[config.mk]
export PLATFORM = sky130hd
export DESIGN_NAME = waveform_min_max_column_decimator
export DESIGN_NICKNAME = d
export VERILOG_FILES = /design/src/design/wmmcd_pkg.sv /design/src/design/waveform_min_max_column_decimator.sv /design/src/design/wmmcd_derive.sv /design/src/design/wmmcd_front.sv /design/src/design/wmmcd_queue.sv /design/src/design/wmmcd_back.sv
export SDC_FILE = /design/constraint.sdc
export NUM_CORES = 2
export LEC_CHECK = 0
export ABC_AREA = 1
export BUFFER_PORTS_ARGS = -buffer_cell sky130_fd_sc_hd__buf_2
export CORE_ASPECT_RATIO = 1.5
export CORE_MARGIN = 5
export CORE_UTILIZATION = 55
export DETAILED_ROUTE_END_ITERATION = 16
export PLACE_DENSITY = 0.71
export REMOVE_ABC_BUFFERS = 1
export SYNTH_ARGS = -nofsm -noshare
export SYNTH_HDL_FRONTEND = slang
export SYNTH_SLANG_ARGS = --single-unit
[constraint.sdc]
create_clock -name clock -period 12.6 [get_ports clock]
set_clock_uncertainty 0.05 [all_clocks]
set_input_delay 1.26 -clock clock [delete_from_list [all_inputs] [get_ports clock]]
set_output_delay 1.26 -clock clock [all_outputs]
set_load 0.01 [all_outputs]
[src/design/wmmcd_pkg.sv]
// Shared types and constants for the waveform min/max column decimator.
`default_nettype none

package wmmcd_pkg;

   // Fixed formats of the sample and pixel fields.
   localparam int SAMPLE_BITS   = 16;
   localparam int MAX_DIMENSION = 16384;
   localparam int COUNT_BITS    = 31;
   localparam int WIDTH_BITS    = 15;
   localparam int COL_BITS      = 14;
   localparam int HEIGHT_BITS   = 15;
   localparam int CHAN_BITS     = 5;
   localparam int CHANS_BITS    = 6;
   localparam int Y_BITS        = 19;
   localparam int EXT_BITS      = SAMPLE_BITS + 1;
   localparam int PROD_BITS     = Y_BITS + EXT_BITS;
   localparam int BASE_BITS     = Y_BITS + CHAN_BITS;

   localparam logic [CHANS_BITS-1:0] MAX_CHANNELS = 6'd32;
   localparam logic signed [EXT_BITS-1:0] ONE_VALUE = 17'sd32768;
   localparam logic signed [EXT_BITS-1:0] MINUS_ONE = -17'sd32768;

   // The shared divider retires one quotient bit per cycle.
   localparam int DIV_STEPS      = 31;
   localparam int DIV_COUNT_BITS = 5;

   // Result queue between the front and back parts.
   localparam int QUEUE_DEPTH      = 4;
   localparam int QUEUE_PTR_BITS   = 2;
   localparam int QUEUE_COUNT_BITS = 3;

   // Configuration register indexes.
   typedef enum logic [1:0] {
      REG_SAMPLE_COUNT  = 2'd0,
      REG_COLUMN_COUNT  = 2'd1,
      REG_IMAGE_HEIGHT  = 2'd2,
      REG_CHANNEL_COUNT = 2'd3
   } reg_index_type;

   // Setup sequencer states.
   typedef enum logic [1:0] {
      DRV_START,
      DRV_COLS,
      DRV_BAND,
      DRV_READY
   } derive_state_type;

   // Derived setup values handed to the front and back parts.
   typedef struct packed {
      logic                    ready;
      logic                    restart;
      logic [COUNT_BITS-1:0]   quot;
      logic [COL_BITS-1:0]     rem;
      logic [WIDTH_BITS-1:0]   cols;
      logic [CHANS_BITS-1:0]   chans;
      logic [Y_BITS-1:0]       band;
   } derive_type;

   // One closed bin waiting for scaling.
   typedef struct packed {
      logic [COL_BITS-1:0]        column;
      logic [CHAN_BITS-1:0]       channel;
      logic signed [EXT_BITS-1:0] minimum;
      logic signed [EXT_BITS-1:0] maximum;
      logic                       final_column;
   } queue_item_type;

endpackage

`default_nettype wire

[src/design/waveform_min_max_column_decimator.sv]
// Top level of the waveform min/max column decimator.
//
// Samples enter on the req_ stream in channel-major order, one item per
// cycle. Each channel's samples are split into column bins; when a bin
// closes, one result item leaves on the rsp_ stream with the column, the
// channel and the two line end points in pixels with 4 fraction bits.
// rsp_tlast marks the last column of the last channel.
// Throughput is one item per cycle while req_tready is high. A result
// passes through the queue, the multiply stage and the output register
// before it appears on rsp_.
// After reset and after every csr_ write the setup sequencer runs two
// 31-step divisions on one shared divider; req_tready stays low until
// they finish, and the stream restarts at channel 0, column 0.
// When the receiver stalls, results collect in a four-entry queue, the
// multiply stage and the output register; once the queue is full,
// req_tready drops until the receiver takes items again.
`default_nettype none

module waveform_min_max_column_decimator
   import wmmcd_pkg::*;
(
   input  wire logic        clock,
   input  wire logic        reset,
   // Input stream.
   input  wire logic        req_tvalid,
   output logic             req_tready,
   input  wire logic [15:0] req_tdata,    // [15:0] sample_value
   // Result stream.
   output logic             rsp_tvalid,
   input  wire logic        rsp_tready,
   output logic [63:0]      rsp_tdata,    // [13:0] column_index, [18:14] channel_index,
                                          // [37:19] y_from_minimum, [56:38] y_from_maximum
   output logic             rsp_tlast,    // final_column
   // Configuration port.
   input  wire logic        csr_psel,
   input  wire logic        csr_penable,
   input  wire logic        csr_pwrite,
   input  wire logic [3:0]  csr_paddr,
   input  wire logic [31:0] csr_pwdata,
   output logic [31:0]      csr_prdata,
   output logic             csr_pready
);

   logic [COUNT_BITS-1:0]   sample_count_ff, sample_count_in;
   logic [WIDTH_BITS-1:0]   column_count_ff, column_count_in;
   logic [HEIGHT_BITS-1:0]  image_height_ff, image_height_in;
   logic [CHANS_BITS-1:0]   channel_count_ff, channel_count_in;

   logic                    cfg_write;
   reg_index_type           cfg_index;
   derive_type              drv;
   logic                    push_valid;
   queue_item_type          push_item;
   logic                    queue_full;
   logic                    queue_empty;
   logic                    pop;
   queue_item_type          pop_item;

   // Configuration registers.
   assign csr_pready = 1'b1;
   assign cfg_write  = csr_psel && csr_penable && csr_pwrite && csr_pready;
   assign cfg_index  = reg_index_type'(csr_paddr[3:2]);

   always_comb begin
      sample_count_in  = sample_count_ff;
      column_count_in  = column_count_ff;
      image_height_in  = image_height_ff;
      channel_count_in = channel_count_ff;
      if (cfg_write) begin
         case (cfg_index)
            REG_SAMPLE_COUNT:  sample_count_in  = csr_pwdata[COUNT_BITS-1:0];
            REG_COLUMN_COUNT:  column_count_in  = csr_pwdata[WIDTH_BITS-1:0];
            REG_IMAGE_HEIGHT:  image_height_in  = csr_pwdata[HEIGHT_BITS-1:0];
            REG_CHANNEL_COUNT: channel_count_in = csr_pwdata[CHANS_BITS-1:0];
            default:           sample_count_in  = sample_count_ff;
         endcase
      end
   end

   always_ff @(posedge clock) begin
      if (reset) begin
         sample_count_ff  <= COUNT_BITS'(1);
         column_count_ff  <= WIDTH_BITS'(1920);
         image_height_ff  <= HEIGHT_BITS'(300);
         channel_count_ff <= CHANS_BITS'(1);
      end else begin
         sample_count_ff  <= sample_count_in;
         column_count_ff  <= column_count_in;
         image_height_ff  <= image_height_in;
         channel_count_ff <= channel_count_in;
      end
   end

   // Register read back.
   always_comb begin
      case (cfg_index)
         REG_SAMPLE_COUNT:  csr_prdata = {{(32-COUNT_BITS){1'b0}}, sample_count_ff};
         REG_COLUMN_COUNT:  csr_prdata = {{(32-WIDTH_BITS){1'b0}}, column_count_ff};
         REG_IMAGE_HEIGHT:  csr_prdata = {{(32-HEIGHT_BITS){1'b0}}, image_height_ff};
         REG_CHANNEL_COUNT: csr_prdata = {{(32-CHANS_BITS){1'b0}}, channel_count_ff};
         default:           csr_prdata = '0;
      endcase
   end

   wmmcd_derive u_derive (
      .clock         (clock),
      .reset         (reset),
      .start         (cfg_write),
      .sample_count  (sample_count_ff),
      .column_count  (column_count_ff),
      .image_height  (image_height_ff),
      .channel_count (channel_count_ff),
      .drv           (drv)
   );

   wmmcd_front u_front (
      .clock      (clock),
      .reset      (reset),
      .drv        (drv),
      .req_tvalid (req_tvalid),
      .req_tready (req_tready),
      .req_tdata  (req_tdata),
      .queue_full (queue_full),
      .push_valid (push_valid),
      .push_item  (push_item)
   );

   wmmcd_queue u_queue (
      .clock     (clock),
      .reset     (reset),
      .push      (push_valid),
      .push_item (push_item),
      .full      (queue_full),
      .pop       (pop),
      .empty     (queue_empty),
      .pop_item  (pop_item)
   );

   wmmcd_back u_back (
      .clock       (clock),
      .reset       (reset),
      .band        (drv.band),
      .queue_empty (queue_empty),
      .pop_item    (pop_item),
      .pop         (pop),
      .rsp_tvalid  (rsp_tvalid),
      .rsp_tready  (rsp_tready),
      .rsp_tdata   (rsp_tdata),
      .rsp_tlast   (rsp_tlast)
   );

`ifndef SYNTHESIS
   // A closed bin never arrives at a full queue.
   a_no_queue_overflow: assert property (@(posedge clock) disable iff (reset)
      push_valid |-> !queue_full)
      else $error("closed bin pushed into a full queue");

   // A register write starts setup, so input must stop on the next cycle.
   a_write_stops_input: assert property (@(posedge clock) disable iff (reset)
      cfg_write |=> !req_tready)
      else $error("input still accepted after a register write");
`endif

endmodule

`default_nettype wire

[src/design/wmmcd_derive.sv]
// Setup sequencer: effective limits, bin quotient and remainder, band height.
`default_nettype none

module wmmcd_derive
   import wmmcd_pkg::*;
(
   input  wire logic                   clock,
   input  wire logic                   reset,
   input  wire logic                   start,
   input  wire logic [COUNT_BITS-1:0]  sample_count,
   input  wire logic [WIDTH_BITS-1:0]  column_count,
   input  wire logic [HEIGHT_BITS-1:0] image_height,
   input  wire logic [CHANS_BITS-1:0]  channel_count,
   output derive_type                  drv
);

   derive_state_type            state_ff, state_in;
   logic [COUNT_BITS-1:0]       num_ff, num_in;
   logic [WIDTH_BITS-1:0]       den_ff, den_in;
   logic [WIDTH_BITS-1:0]       part_ff, part_in;
   logic [DIV_COUNT_BITS-1:0]   step_ff, step_in;
   logic [COUNT_BITS-1:0]       quot_ff, quot_in;
   logic [COL_BITS-1:0]         rem_ff, rem_in;
   logic [WIDTH_BITS-1:0]       cols_ff, cols_in;
   logic [CHANS_BITS-1:0]       chans_ff, chans_in;
   logic [Y_BITS-1:0]           band_ff, band_in;
   logic                        restart;

   logic [COUNT_BITS-1:0]       n_eff;
   logic [WIDTH_BITS-1:0]       w_lim;
   logic [WIDTH_BITS-1:0]       w_eff;
   logic [HEIGHT_BITS-1:0]      h_eff;
   logic [CHANS_BITS-1:0]       c_eff;
   logic [WIDTH_BITS:0]         partial;
   logic [WIDTH_BITS:0]         diff;
   logic                        take;
   logic [WIDTH_BITS-1:0]       part_next;
   logic [COUNT_BITS-1:0]       num_next;
   logic                        last_step;

   // Clamp the configuration to the ranges the datapath supports.
   always_comb begin
      n_eff = (sample_count == '0) ? COUNT_BITS'(1) : sample_count;
      w_lim = (column_count == '0) ? WIDTH_BITS'(1) : column_count;
      if (w_lim > WIDTH_BITS'(MAX_DIMENSION)) begin
         w_lim = WIDTH_BITS'(MAX_DIMENSION);
      end
      w_eff = w_lim;
      if ({{(COUNT_BITS-WIDTH_BITS){1'b0}}, w_lim} > n_eff) begin
         w_eff = n_eff[WIDTH_BITS-1:0];
      end
      h_eff = (image_height > HEIGHT_BITS'(MAX_DIMENSION)) ?
              HEIGHT_BITS'(MAX_DIMENSION) : image_height;
      c_eff = (channel_count == '0) ? CHANS_BITS'(1) : channel_count;
      if (c_eff > MAX_CHANNELS) begin
         c_eff = MAX_CHANNELS;
      end
   end

   // One restoring division step.
   assign partial   = {part_ff, num_ff[COUNT_BITS-1]};
   assign diff      = partial - {1'b0, den_ff};
   assign take      = (partial >= {1'b0, den_ff});
   assign part_next = take ? diff[WIDTH_BITS-1:0] : partial[WIDTH_BITS-1:0];
   assign num_next  = {num_ff[COUNT_BITS-2:0], take};
   assign last_step = (step_ff == DIV_COUNT_BITS'(DIV_STEPS - 1));

   // Sequencer: divide samples by columns, then sixteen times height by channels.
   always_comb begin
      state_in = state_ff;
      num_in   = num_ff;
      den_in   = den_ff;
      part_in  = part_ff;
      step_in  = step_ff;
      quot_in  = quot_ff;
      rem_in   = rem_ff;
      cols_in  = cols_ff;
      chans_in = chans_ff;
      band_in  = band_ff;
      restart  = 1'b0;
      case (state_ff)
         DRV_START: begin
            cols_in  = w_eff;
            chans_in = c_eff;
            num_in   = n_eff;
            den_in   = w_eff;
            part_in  = '0;
            step_in  = '0;
            state_in = DRV_COLS;
         end
         DRV_COLS: begin
            num_in  = num_next;
            part_in = part_next;
            step_in = step_ff + DIV_COUNT_BITS'(1);
            if (last_step) begin
               quot_in  = num_next;
               rem_in   = part_next[COL_BITS-1:0];
               num_in   = {{(COUNT_BITS-HEIGHT_BITS-4){1'b0}}, h_eff, 4'b0000};
               den_in   = {{(WIDTH_BITS-CHANS_BITS){1'b0}}, chans_ff};
               part_in  = '0;
               step_in  = '0;
               state_in = DRV_BAND;
            end
         end
         DRV_BAND: begin
            num_in  = num_next;
            part_in = part_next;
            step_in = step_ff + DIV_COUNT_BITS'(1);
            if (last_step) begin
               band_in  = num_next[Y_BITS-1:0];
               restart  = 1'b1;
               state_in = DRV_READY;
            end
         end
         DRV_READY: begin
            state_in = DRV_READY;
         end
         default: begin
            state_in = DRV_START;
         end
      endcase
      if (start) begin
         state_in = DRV_START;
      end
   end

   // State register.
   always_ff @(posedge clock) begin
      if (reset) begin
         state_ff <= DRV_START;
      end else begin
         state_ff <= state_in;
      end
   end

   // Divider and result registers.
   always_ff @(posedge clock) begin
      num_ff   <= num_in;
      den_ff   <= den_in;
      part_ff  <= part_in;
      step_ff  <= step_in;
      quot_ff  <= quot_in;
      rem_ff   <= rem_in;
      cols_ff  <= cols_in;
      chans_ff <= chans_in;
      band_ff  <= band_in;
   end

   assign drv.ready   = (state_ff == DRV_READY);
   assign drv.restart = restart;
   assign drv.quot    = quot_ff;
   assign drv.rem     = rem_ff;
   assign drv.cols    = cols_ff;
   assign drv.chans   = chans_ff;
   assign drv.band    = band_ff;

endmodule

`default_nettype wire

[src/design/wmmcd_front.sv]
// Front part: accepts samples, tracks bin limits and running extremes.
`default_nettype none

module wmmcd_front
   import wmmcd_pkg::*;
(
   input  wire logic                   clock,
   input  wire logic                   reset,
   input  wire derive_type             drv,
   input  wire logic                   req_tvalid,
   output logic                        req_tready,
   input  wire logic [SAMPLE_BITS-1:0] req_tdata,
   input  wire logic                   queue_full,
   output logic                        push_valid,
   output queue_item_type              push_item
);

   logic [COUNT_BITS-1:0]       left_ff, left_in;
   logic [COL_BITS-1:0]         acc_ff, acc_in;
   logic [COL_BITS-1:0]         col_ff, col_in;
   logic [CHAN_BITS-1:0]        ch_ff, ch_in;
   logic signed [EXT_BITS-1:0]  min_ff, min_in;
   logic signed [EXT_BITS-1:0]  max_ff, max_in;

   logic                        accept;
   logic signed [EXT_BITS-1:0]  sample_ext;
   logic signed [EXT_BITS-1:0]  new_min;
   logic signed [EXT_BITS-1:0]  new_max;
   logic                        close;
   logic                        col_last;
   logic                        ch_last;
   logic [WIDTH_BITS-1:0]       acc_sum;
   logic [WIDTH_BITS-1:0]       acc_less;
   logic                        acc_wrap;

   assign req_tready = drv.ready && !queue_full;
   assign accept     = req_tvalid && req_tready;

   // Running extremes including the incoming item.
   assign sample_ext = {req_tdata[SAMPLE_BITS-1], req_tdata};
   assign new_min    = (sample_ext < min_ff) ? sample_ext : min_ff;
   assign new_max    = (sample_ext > max_ff) ? sample_ext : max_ff;

   // Bin boundary and wrap conditions.
   assign close    = (left_ff == COUNT_BITS'(1));
   assign col_last = (({1'b0, col_ff} + WIDTH_BITS'(1)) == drv.cols);
   assign ch_last  = (({1'b0, ch_ff} + CHANS_BITS'(1)) == drv.chans);
   assign acc_sum  = {1'b0, acc_ff} + {1'b0, drv.rem};
   assign acc_less = acc_sum - drv.cols;
   assign acc_wrap = (acc_sum >= drv.cols);

   // A closing item hands the finished bin to the queue.
   assign push_valid             = accept && close;
   assign push_item.column       = col_ff;
   assign push_item.channel      = ch_ff;
   assign push_item.minimum      = new_min;
   assign push_item.maximum      = new_max;
   assign push_item.final_column = col_last && ch_last;

   // Bin bookkeeping.
   always_comb begin
      left_in = left_ff;
      acc_in  = acc_ff;
      col_in  = col_ff;
      ch_in   = ch_ff;
      min_in  = min_ff;
      max_in  = max_ff;
      if (drv.restart) begin
         left_in = drv.quot;
         acc_in  = drv.rem;
         col_in  = '0;
         ch_in   = '0;
         min_in  = ONE_VALUE;
         max_in  = MINUS_ONE;
      end else if (accept) begin
         if (close) begin
            min_in = ONE_VALUE;
            max_in = MINUS_ONE;
            if (col_last) begin
               col_in  = '0;
               ch_in   = ch_last ? '0 : ch_ff + CHAN_BITS'(1);
               left_in = drv.quot;
               acc_in  = drv.rem;
            end else begin
               col_in = col_ff + COL_BITS'(1);
               if (acc_wrap) begin
                  acc_in  = acc_less[COL_BITS-1:0];
                  left_in = drv.quot + COUNT_BITS'(1);
               end else begin
                  acc_in  = acc_sum[COL_BITS-1:0];
                  left_in = drv.quot;
               end
            end
         end else begin
            left_in = left_ff - COUNT_BITS'(1);
            min_in  = new_min;
            max_in  = new_max;
         end
      end
   end

   always_ff @(posedge clock) begin
      if (reset) begin
         left_ff <= COUNT_BITS'(1);
         acc_ff  <= '0;
         col_ff  <= '0;
         ch_ff   <= '0;
         min_ff  <= ONE_VALUE;
         max_ff  <= MINUS_ONE;
      end else begin
         left_ff <= left_in;
         acc_ff  <= acc_in;
         col_ff  <= col_in;
         ch_ff   <= ch_in;
         min_ff  <= min_in;
         max_ff  <= max_in;
      end
   end

endmodule

`default_nettype wire

[src/design/wmmcd_queue.sv]
// Short queue of closed bins between the front and back parts.
`default_nettype none

module wmmcd_queue
   import wmmcd_pkg::*;
(
   input  wire logic           clock,
   input  wire logic           reset,
   input  wire logic           push,
   input  wire queue_item_type push_item,
   output logic                full,
   input  wire logic           pop,
   output logic                empty,
   output queue_item_type      pop_item
);

   queue_item_type                slot_ff [QUEUE_DEPTH];
   logic [QUEUE_PTR_BITS-1:0]     wr_ff, wr_in;
   logic [QUEUE_PTR_BITS-1:0]     rd_ff, rd_in;
   logic [QUEUE_COUNT_BITS-1:0]   count_ff, count_in;
   logic                          do_push;
   logic                          do_pop;

   assign full     = (count_ff == QUEUE_COUNT_BITS'(QUEUE_DEPTH));
   assign empty    = (count_ff == '0);
   assign do_push  = push && !full;
   assign do_pop   = pop && !empty;
   assign pop_item = slot_ff[rd_ff];

   // Pointer and fill count update.
   always_comb begin
      wr_in    = do_push ? wr_ff + QUEUE_PTR_BITS'(1) : wr_ff;
      rd_in    = do_pop ? rd_ff + QUEUE_PTR_BITS'(1) : rd_ff;
      count_in = count_ff;
      case ({do_push, do_pop})
         2'b10:   count_in = count_ff + QUEUE_COUNT_BITS'(1);
         2'b01:   count_in = count_ff - QUEUE_COUNT_BITS'(1);
         default: count_in = count_ff;
      endcase
   end

   always_ff @(posedge clock) begin
      if (reset) begin
         wr_ff    <= '0;
         rd_ff    <= '0;
         count_ff <= '0;
      end else begin
         wr_ff    <= wr_in;
         rd_ff    <= rd_in;
         count_ff <= count_in;
      end
   end

   // Storage.
   always_ff @(posedge clock) begin
      if (do_push) begin
         slot_ff[wr_ff] <= push_item;
      end
   end

endmodule

`default_nettype wire

[src/design/wmmcd_back.sv]
// Back part: scales bin extremes to pixel coordinates and drives the result channel.
`default_nettype none

module wmmcd_back
   import wmmcd_pkg::*;
(
   input  wire logic              clock,
   input  wire logic              reset,
   input  wire logic [Y_BITS-1:0] band,
   input  wire logic              queue_empty,
   input  wire queue_item_type    pop_item,
   output logic                   pop,
   output logic                   rsp_tvalid,
   input  wire logic              rsp_tready,
   output logic [63:0]            rsp_tdata,
   output logic                   rsp_tlast
);

   localparam logic [PROD_BITS-1:0] HALF_ROUND = PROD_BITS'(1) << (SAMPLE_BITS - 1);

   // Multiply stage.
   logic                    s1_valid_ff, s1_valid_in;
   logic [PROD_BITS-1:0]    s1_pmin_ff;
   logic [PROD_BITS-1:0]    s1_pmax_ff;
   logic [BASE_BITS-1:0]    s1_base_ff;
   logic [COL_BITS-1:0]     s1_col_ff;
   logic [CHAN_BITS-1:0]    s1_ch_ff;
   logic                    s1_last_ff;

   // Output register.
   logic                    out_valid_ff, out_valid_in;
   logic [COL_BITS-1:0]     out_col_ff;
   logic [CHAN_BITS-1:0]    out_ch_ff;
   logic [Y_BITS-1:0]       out_ymin_ff;
   logic [Y_BITS-1:0]       out_ymax_ff;
   logic                    out_last_ff;

   logic                    s2_ready;
   logic                    s1_adv;
   logic [EXT_BITS:0]       span_min_wide;
   logic [EXT_BITS:0]       span_max_wide;
   logic [EXT_BITS-1:0]     span_min;
   logic [EXT_BITS-1:0]     span_max;
   logic [PROD_BITS-1:0]    pmin;
   logic [PROD_BITS-1:0]    pmax;
   logic [BASE_BITS-1:0]    base;
   logic [PROD_BITS-1:0]    tmin;
   logic [PROD_BITS-1:0]    tmax;
   logic [Y_BITS-1:0]       ymin;
   logic [Y_BITS-1:0]       ymax;

   // Flow control through the two stages.
   assign s2_ready     = !out_valid_ff || rsp_tready;
   assign s1_adv       = !s1_valid_ff || s2_ready;
   assign pop          = !queue_empty && s1_adv;
   assign s1_valid_in  = s1_adv ? !queue_empty : s1_valid_ff;
   assign out_valid_in = s2_ready ? s1_valid_ff : out_valid_ff;

   // Distance of each extreme below full scale, then times the band height; band offset is band height times channel.
   assign span_min_wide = {1'b0, ONE_VALUE} - {pop_item.minimum[EXT_BITS-1], pop_item.minimum};
   assign span_max_wide = {1'b0, ONE_VALUE} - {pop_item.maximum[EXT_BITS-1], pop_item.maximum};
   assign span_min      = span_min_wide[EXT_BITS-1:0];
   assign span_max      = span_max_wide[EXT_BITS-1:0];
   assign pmin          = band * span_min;
   assign pmax          = band * span_max;
   assign base          = band * pop_item.channel;

   // Round half up, drop the sample scale and add the band offset.
   assign tmin = s1_pmin_ff + HALF_ROUND;
   assign tmax = s1_pmax_ff + HALF_ROUND;
   assign ymin = s1_base_ff[Y_BITS-1:0] + tmin[SAMPLE_BITS +: Y_BITS];
   assign ymax = s1_base_ff[Y_BITS-1:0] + tmax[SAMPLE_BITS +: Y_BITS];

   always_ff @(posedge clock) begin
      if (reset) begin
         s1_valid_ff  <= 1'b0;
         out_valid_ff <= 1'b0;
      end else begin
         s1_valid_ff  <= s1_valid_in;
         out_valid_ff <= out_valid_in;
      end
   end

   always_ff @(posedge clock) begin
      if (pop) begin
         s1_pmin_ff <= pmin;
         s1_pmax_ff <= pmax;
         s1_base_ff <= base;
         s1_col_ff  <= pop_item.column;
         s1_ch_ff   <= pop_item.channel;
         s1_last_ff <= pop_item.final_column;
      end
      if (s2_ready && s1_valid_ff) begin
         out_col_ff  <= s1_col_ff;
         out_ch_ff   <= s1_ch_ff;
         out_ymin_ff <= ymin;
         out_ymax_ff <= ymax;
         out_last_ff <= s1_last_ff;
      end
   end

   assign rsp_tvalid = out_valid_ff;
   assign rsp_tlast  = out_last_ff;
   assign rsp_tdata  = {{(64 - COL_BITS - CHAN_BITS - 2 * Y_BITS){1'b0}},
                        out_ymax_ff, out_ymin_ff, out_ch_ff, out_col_ff};

endmodule

`default_nettype wire

# Word level (Yosys, flattened, before mapping)
# Memory sizes are Yosys's and may differ from the RTL's. A register that Yosys moved wholly into a read port is not among the register bits.
# Cells that the tools add are included.
# totals
regBits,494
ramBits,216
in_bits,59
elab_cells,165
mem_count,1
# classes
addsub,20
multipliers,3
magnitude_cmp,8
n_eq_ne,15
n_mux,42
reduce_logical,40
# mem_list
name,depth,width,read_ports,rd_ports_with_merged_regs,write_ports,line_no,source
u_queue.slot_ff,4,54,1,1,1,wmmcd_queue.sv:17,queue_item_type slot_ff [QUEUE_DEPTH];
# op_table
op,count
2-to-1 mux 31 bit,7
one-hot mux 32 bit (4 select lines),1
2-to-1 mux 15 bit,7
one-hot mux 31 bit (3 select lines),1
2-to-1 mux 14 bit,6
"adder 35 x 16 -> 35 bit, second input constant",2
multiplier 19 x 17 -> 35 bit,2
2-to-1 mux 17 bit,4
one-hot mux 15 bit (3 select lines),1
adder 19 bit,2
"subtractor 17 bit, first input constant",2
"adder 31 x 1 -> 31 bit, second input constant",1
"equality test 31 x 1 -> 1 bit, second input constant",1
> comparator 15 x 31 -> 1 bit,1
zero test 31 bit,1
"subtractor 31 x 1 -> 31 bit, second input constant",1
"> comparator 15 bit, second input constant",2
one-hot mux 15 bit (2 select lines),1
AND reduction 2 bit,10
multiplier 19 x 5 -> 19 bit,1
> comparator 16 x 17 -> 1 bit,1
< comparator 16 x 17 -> 1 bit,1
greater-or-equal comparator 16 x 15 -> 1 bit,1
"adder 14 x 1 -> 15 bit, second input constant",1
other kinds (36),70

# Logic depth before layout (Yosys ltp)
# depth
word_depth,8
depth_mapped,42
ltp_nobuf,39

# Hierarchy
# Synthesis repeated with hierarchy kept, for this count alone.
# hier_totals
cells_unflattened,7576
area_unflattened_um2,60838.3
# modules_own_cells
module,n_inst,cells_each,area_each_um2,seq_area_each_um2
wmmcd_back,1,4082,31707.9,4154.0
wmmcd_front,1,1584,9517.9,1961.9
wmmcd_queue,1,592,8469.4,6666.4
wmmcd_derive,1,811,7932.6,4574.4
waveform_min_max_column_decimator,1,507,3210.6,1341.3

# Worst setup path before layout
# Ideal clock, no wire load.
# synth_path
path_type,reg-to-reg
start,reg with a tool-made name
end,"reg u_back.s1_pmax_ff[34], data pin"
arrival_time_ps,6803
path_slack_ps,5495
stages_incl_launch_ff,40
path_buffers,4
period_less_slack_ps,7105
cell_sequence,dfxtp_1 -> buf_6 -> buf_6 -> buf_6 -> nor2_1 -> o22a_1 -> ha_1 -> nand2_1 -> nor2_2 -> nand3_1 -> nor2_2 -> inv_1 -> nand2_1 -> nand2_1 -> inv_1 -> buf_2 -> nand2_1 -> fa_1 -> [... 4 more ...] -> inv_1 -> fa_1 -> fa_1 -> inv_1 -> fa_1 -> inv_1 -> ha_1 -> nand2_1 -> nor2_1 -> nand4_1 -> o21ai_0 -> nand2_1 -> nand2_1 -> nand3_1 -> o21ai_0 -> inv_1 -> nand2_1 -> nand2_1
# synth_lines
element,line_no,source
end signal: assignment,wmmcd_back.sv:87,s1_pmax_ff <= pmax;
end: declaration,wmmcd_back.sv:24,logic [PROD_BITS-1:0] s1_pmax_ff;

==> results.ini <==
[status]
status=complete, no violations

[global_routing]
grt_first_pass_wirelength_mm=252
antenna_found_initial=8
total_congestion_overflow=0
pin_count_of_the_biggest_net_entering_global_routing=89
grt.total_usage=0.285
first_global_vias=47641

[placement]
routabilityCongestion=0.956
dp_hpwl_mm=124
portBuffers=146
numPlacedInstances=8163

[final_layout]
flow.area_growth_from_synthesis_pct=7.54
finish.cell_count_without_fillers=8297
fillCellCount=9228
layout_commonest_cell=sky130_fd_sc_hd__nand2_1
most-common-layout-cells=sky130_fd_sc_hd__nand2_1 (1,349), sky130_fd_sc_hd__inv_1 (1,202), sky130_fd_sc_hd__nor2_1 (596)
nNetsFinal=7819
post_route_cells_drive_above_1_share=0.0613

[clocking]
number_of_buffers_between_clock_root_and_the_deepest_sink=3
postCtsHoldBufs=0
cell_at_the_root_of_the_clock_tree=sky130_fd_sc_hd__clkbuf_16
cts_tree=yes
post_cts.resized_instances=0
tritoncts_num_sinks=682
cts_made_buffers=69
clkSlewWorstSetupHoldPaths_ns=0.07
ctsHtreeMaxLevel=3
cts.repair_timing.setup_buffer_count=0
clkLatencyLatePin_ns=0.68

[yosys]
synth.ff_latch_count=682
syn_area_per_cell_sq_um=8.55
netlist_instances=6798
synthMuxAreaShare=0
post_synth_and_or_nand_nor_area_fraction=0.178
post_synth_xor_area_fraction=0.0328
post_synth_arst_share=0
yosysWarnings=0
ys_seq_area_frac=0.322
synth_adder_area_share=0.272
synth_top_family_by_area=adder cells
most_instantiated_flip_flop_cell_in_the_synthesis_netlist=sky130_fd_sc_hd__edfxtp_1
ys_types=69
synth_compound_area_frac=0.0968
synth_enable_flop_cells=504
mappedNetlistArea_sq_um=58100

[timing]
finalWorstPathRequiredPeriod_ns=9.71
worst_pin_slew_ns=1.11
timing.slew.headroom=0.257
setup-violations-final=0
clock.fmax_ghz=0.103
final_report_hold_violation_count=0
min_period_over_period=0.771
setup_tns_ns=0
finalMaxSlewViolations=0
grt_setup_unrepaired=false

[routing]
post_drt_wl_per_cell_microns=19.4
wl_met2_mm=83.2
met3_layer_wire_length_in_the_routed_design_mm=10.1
drt_iter0_drc=3439
via_count=46697
antenna_violating_nets_post_route=0
postRouteWirelength_mm=161
avgViaCountPerCell=5.63
topRoutingLayerUsed=met4
number_of_remaining_drc_errors=0
drt_first_pass_iters=6
detail_route.wirelength.met1_mm=55.0

[run]
drv_cap=0

[die]
die_h_microns=408
die_width_microns=275
placeableCoreArea_sq_um=105000
die-area_sq_um=112000
initial_cell_density_of_the_core=0.553
row_count=146
io_pins=159

[critical_path]
worst_setup_path_end_kind=flip-flop
timing.critical_path.arrival_ns=10.20
crit_path_max_incr_delay_ns=0.82
crit_path_max_fanout=69
worstSetupPathType=reg2reg
crit_path_top_delay_cell=sky130_fd_sc_hd__dfxtp_4
timing.critical_path.from_type=flip-flop
cpMostUsedCell=sky130_fd_sc_hd__nand2_1
required_ns=13.09

[min_path]
hold_class=reg2reg

==> kinds of logic after synthesis <==
family | count (synthesis)
and+or+nand+nor | 2480
DFF | 682
AOI/OAI and AO/OA | 1001
other | 2
buffers and inverters | 1488
xor gates and xnor gates | 213
adders and majority gates | 932
==> Yosys cell counts, types with 12 or more instances <==
| cell | count | area, sq um |
|---|---|---|
| sky130_fd_sc_hd__a21oi_1 | 425 | 2130 |
| sky130_fd_sc_hd__a31oi_1 | 15 | 93.8 |
| sky130_fd_sc_hd__nor3_1 | 63 | 315 |
| sky130_fd_sc_hd__buf_2 | 35 | 175 |
| sky130_fd_sc_hd__inv_1 | 1204 | 4520 |
| sky130_fd_sc_hd__o22ai_1 | 24 | 150 |
| sky130_fd_sc_hd__a21o_1 | 16 | 120 |
| sky130_fd_sc_hd__fa_1 | 552 | 11100 |
| sky130_fd_sc_hd__o21bai_1 | 20 | 150 |
| sky130_fd_sc_hd__nand2_2 | 14 | 87.6 |
| sky130_fd_sc_hd__nand3_1 | 286 | 1430 |
| sky130_fd_sc_hd__nor2_1 | 603 | 2260 |
| sky130_fd_sc_hd__nor2_4 | 13 | 146 |
| sky130_fd_sc_hd__o211ai_1 | 38 | 285 |
| sky130_fd_sc_hd__buf_1 | 13 | 48.8 |
| sky130_fd_sc_hd__a32o_1 | 12 | 120 |
| sky130_fd_sc_hd__dfxtp_1 | 178 | 3560 |
| sky130_fd_sc_hd__ha_1 | 380 | 4750 |
| sky130_fd_sc_hd__or2_2 | 18 | 113 |
| sky130_fd_sc_hd__nand2_1 | 1349 | 5060 |
| sky130_fd_sc_hd__edfxtp_1 | 504 | 15100 |
| sky130_fd_sc_hd__xnor2_1 | 60 | 526 |
| sky130_fd_sc_hd__clkinv_1 | 17 | 63.8 |
| sky130_fd_sc_hd__xor2_1 | 150 | 1310 |
| sky130_fd_sc_hd__nor4_1 | 23 | 144 |
| sky130_fd_sc_hd__nand4_1 | 70 | 438 |
| sky130_fd_sc_hd__clkbuf_1 | 184 | 691 |
| sky130_fd_sc_hd__inv_2 | 14 | 52.6 |
| sky130_fd_sc_hd__o21ai_0 | 349 | 1750 |
| sky130_fd_sc_hd__o221ai_1 | 33 | 289 |
| sky130_fd_sc_hd__o21ai_1 | 15 | 75.1 |
==> final timing paths <==
kind                             from                     to  slack [ns]  depth (start not counted)
setup / recovery            flip-flop  u_back.s1_pmin_ff[34]        2.89                         35
hold / removal    u_back.s1_col_ff[1]   u_back.out_col_ff[1]        0.37                          0
setup reg to reg            flip-flop  u_back.s1_pmin_ff[34]        2.89                         35
hold reg to reg   u_back.s1_col_ff[1]   u_back.out_col_ff[1]        0.37                          0
==> per-layer routing <==
layer,global-route usage,vias to the layer above
li1,-,21817
met1,0.307,22544
met2,0.520,1744
met3,0.0383,592
met4,0.178,0
met5,0,-
==> stage by stage <==
step           utilization  setup slack [ns]  hold slack [ns]  cell area [sq um]
2_1_floorplan            -              2.69            0.350              57100
3_3_place_gp         0.571              3.11            0.357              60100
3_5_place_dp         0.571              3.00            0.355              60100
4_1_cts              0.594              2.97            0.369              62500
5_1_grt              0.594              2.31            0.381              62500
6_report             0.594              2.89            0.367              62500
==> registers in the layout, indices dropped and copies added (netlist names), 20 cells and up, named ones only <==
name               count
u_derive.quot_ff      31
u_front.left_ff       31
sample_count_ff       31
u_back.s1_pmax_ff     20
u_back.s1_pmin_ff     20
u_derive.num_ff       31
u_queue.slot_ff      216
==> layout make-up <==
class                      instances  area [sq um]  share of cell area
timing repair buffer             205          1170              0.0188
tap                             1406          1760              0.0281
clock inverter                    42           628              0.0100
multi-input combinational       4635         33800               0.541
clock buffer                      85          1810              0.0289
inverter                        1235          4640              0.0742
sequential                       682         18700               0.299
antenna                            7          17.5            0.000280
==> critical path: cells and delay by family (launching register included) <==
family                     cells  cell delay (ns)
adders and majority gates      7             3.40
DFF                            1             0.82
AOI/OAI and AO/OA              2             0.34
and+or+nand+nor               20             3.33
buffers and inverters          6             1.58
Power is left out: the tool's default activity adds up to more than one toggle a clock period on the data nets, which glitch-free logic cannot reach.
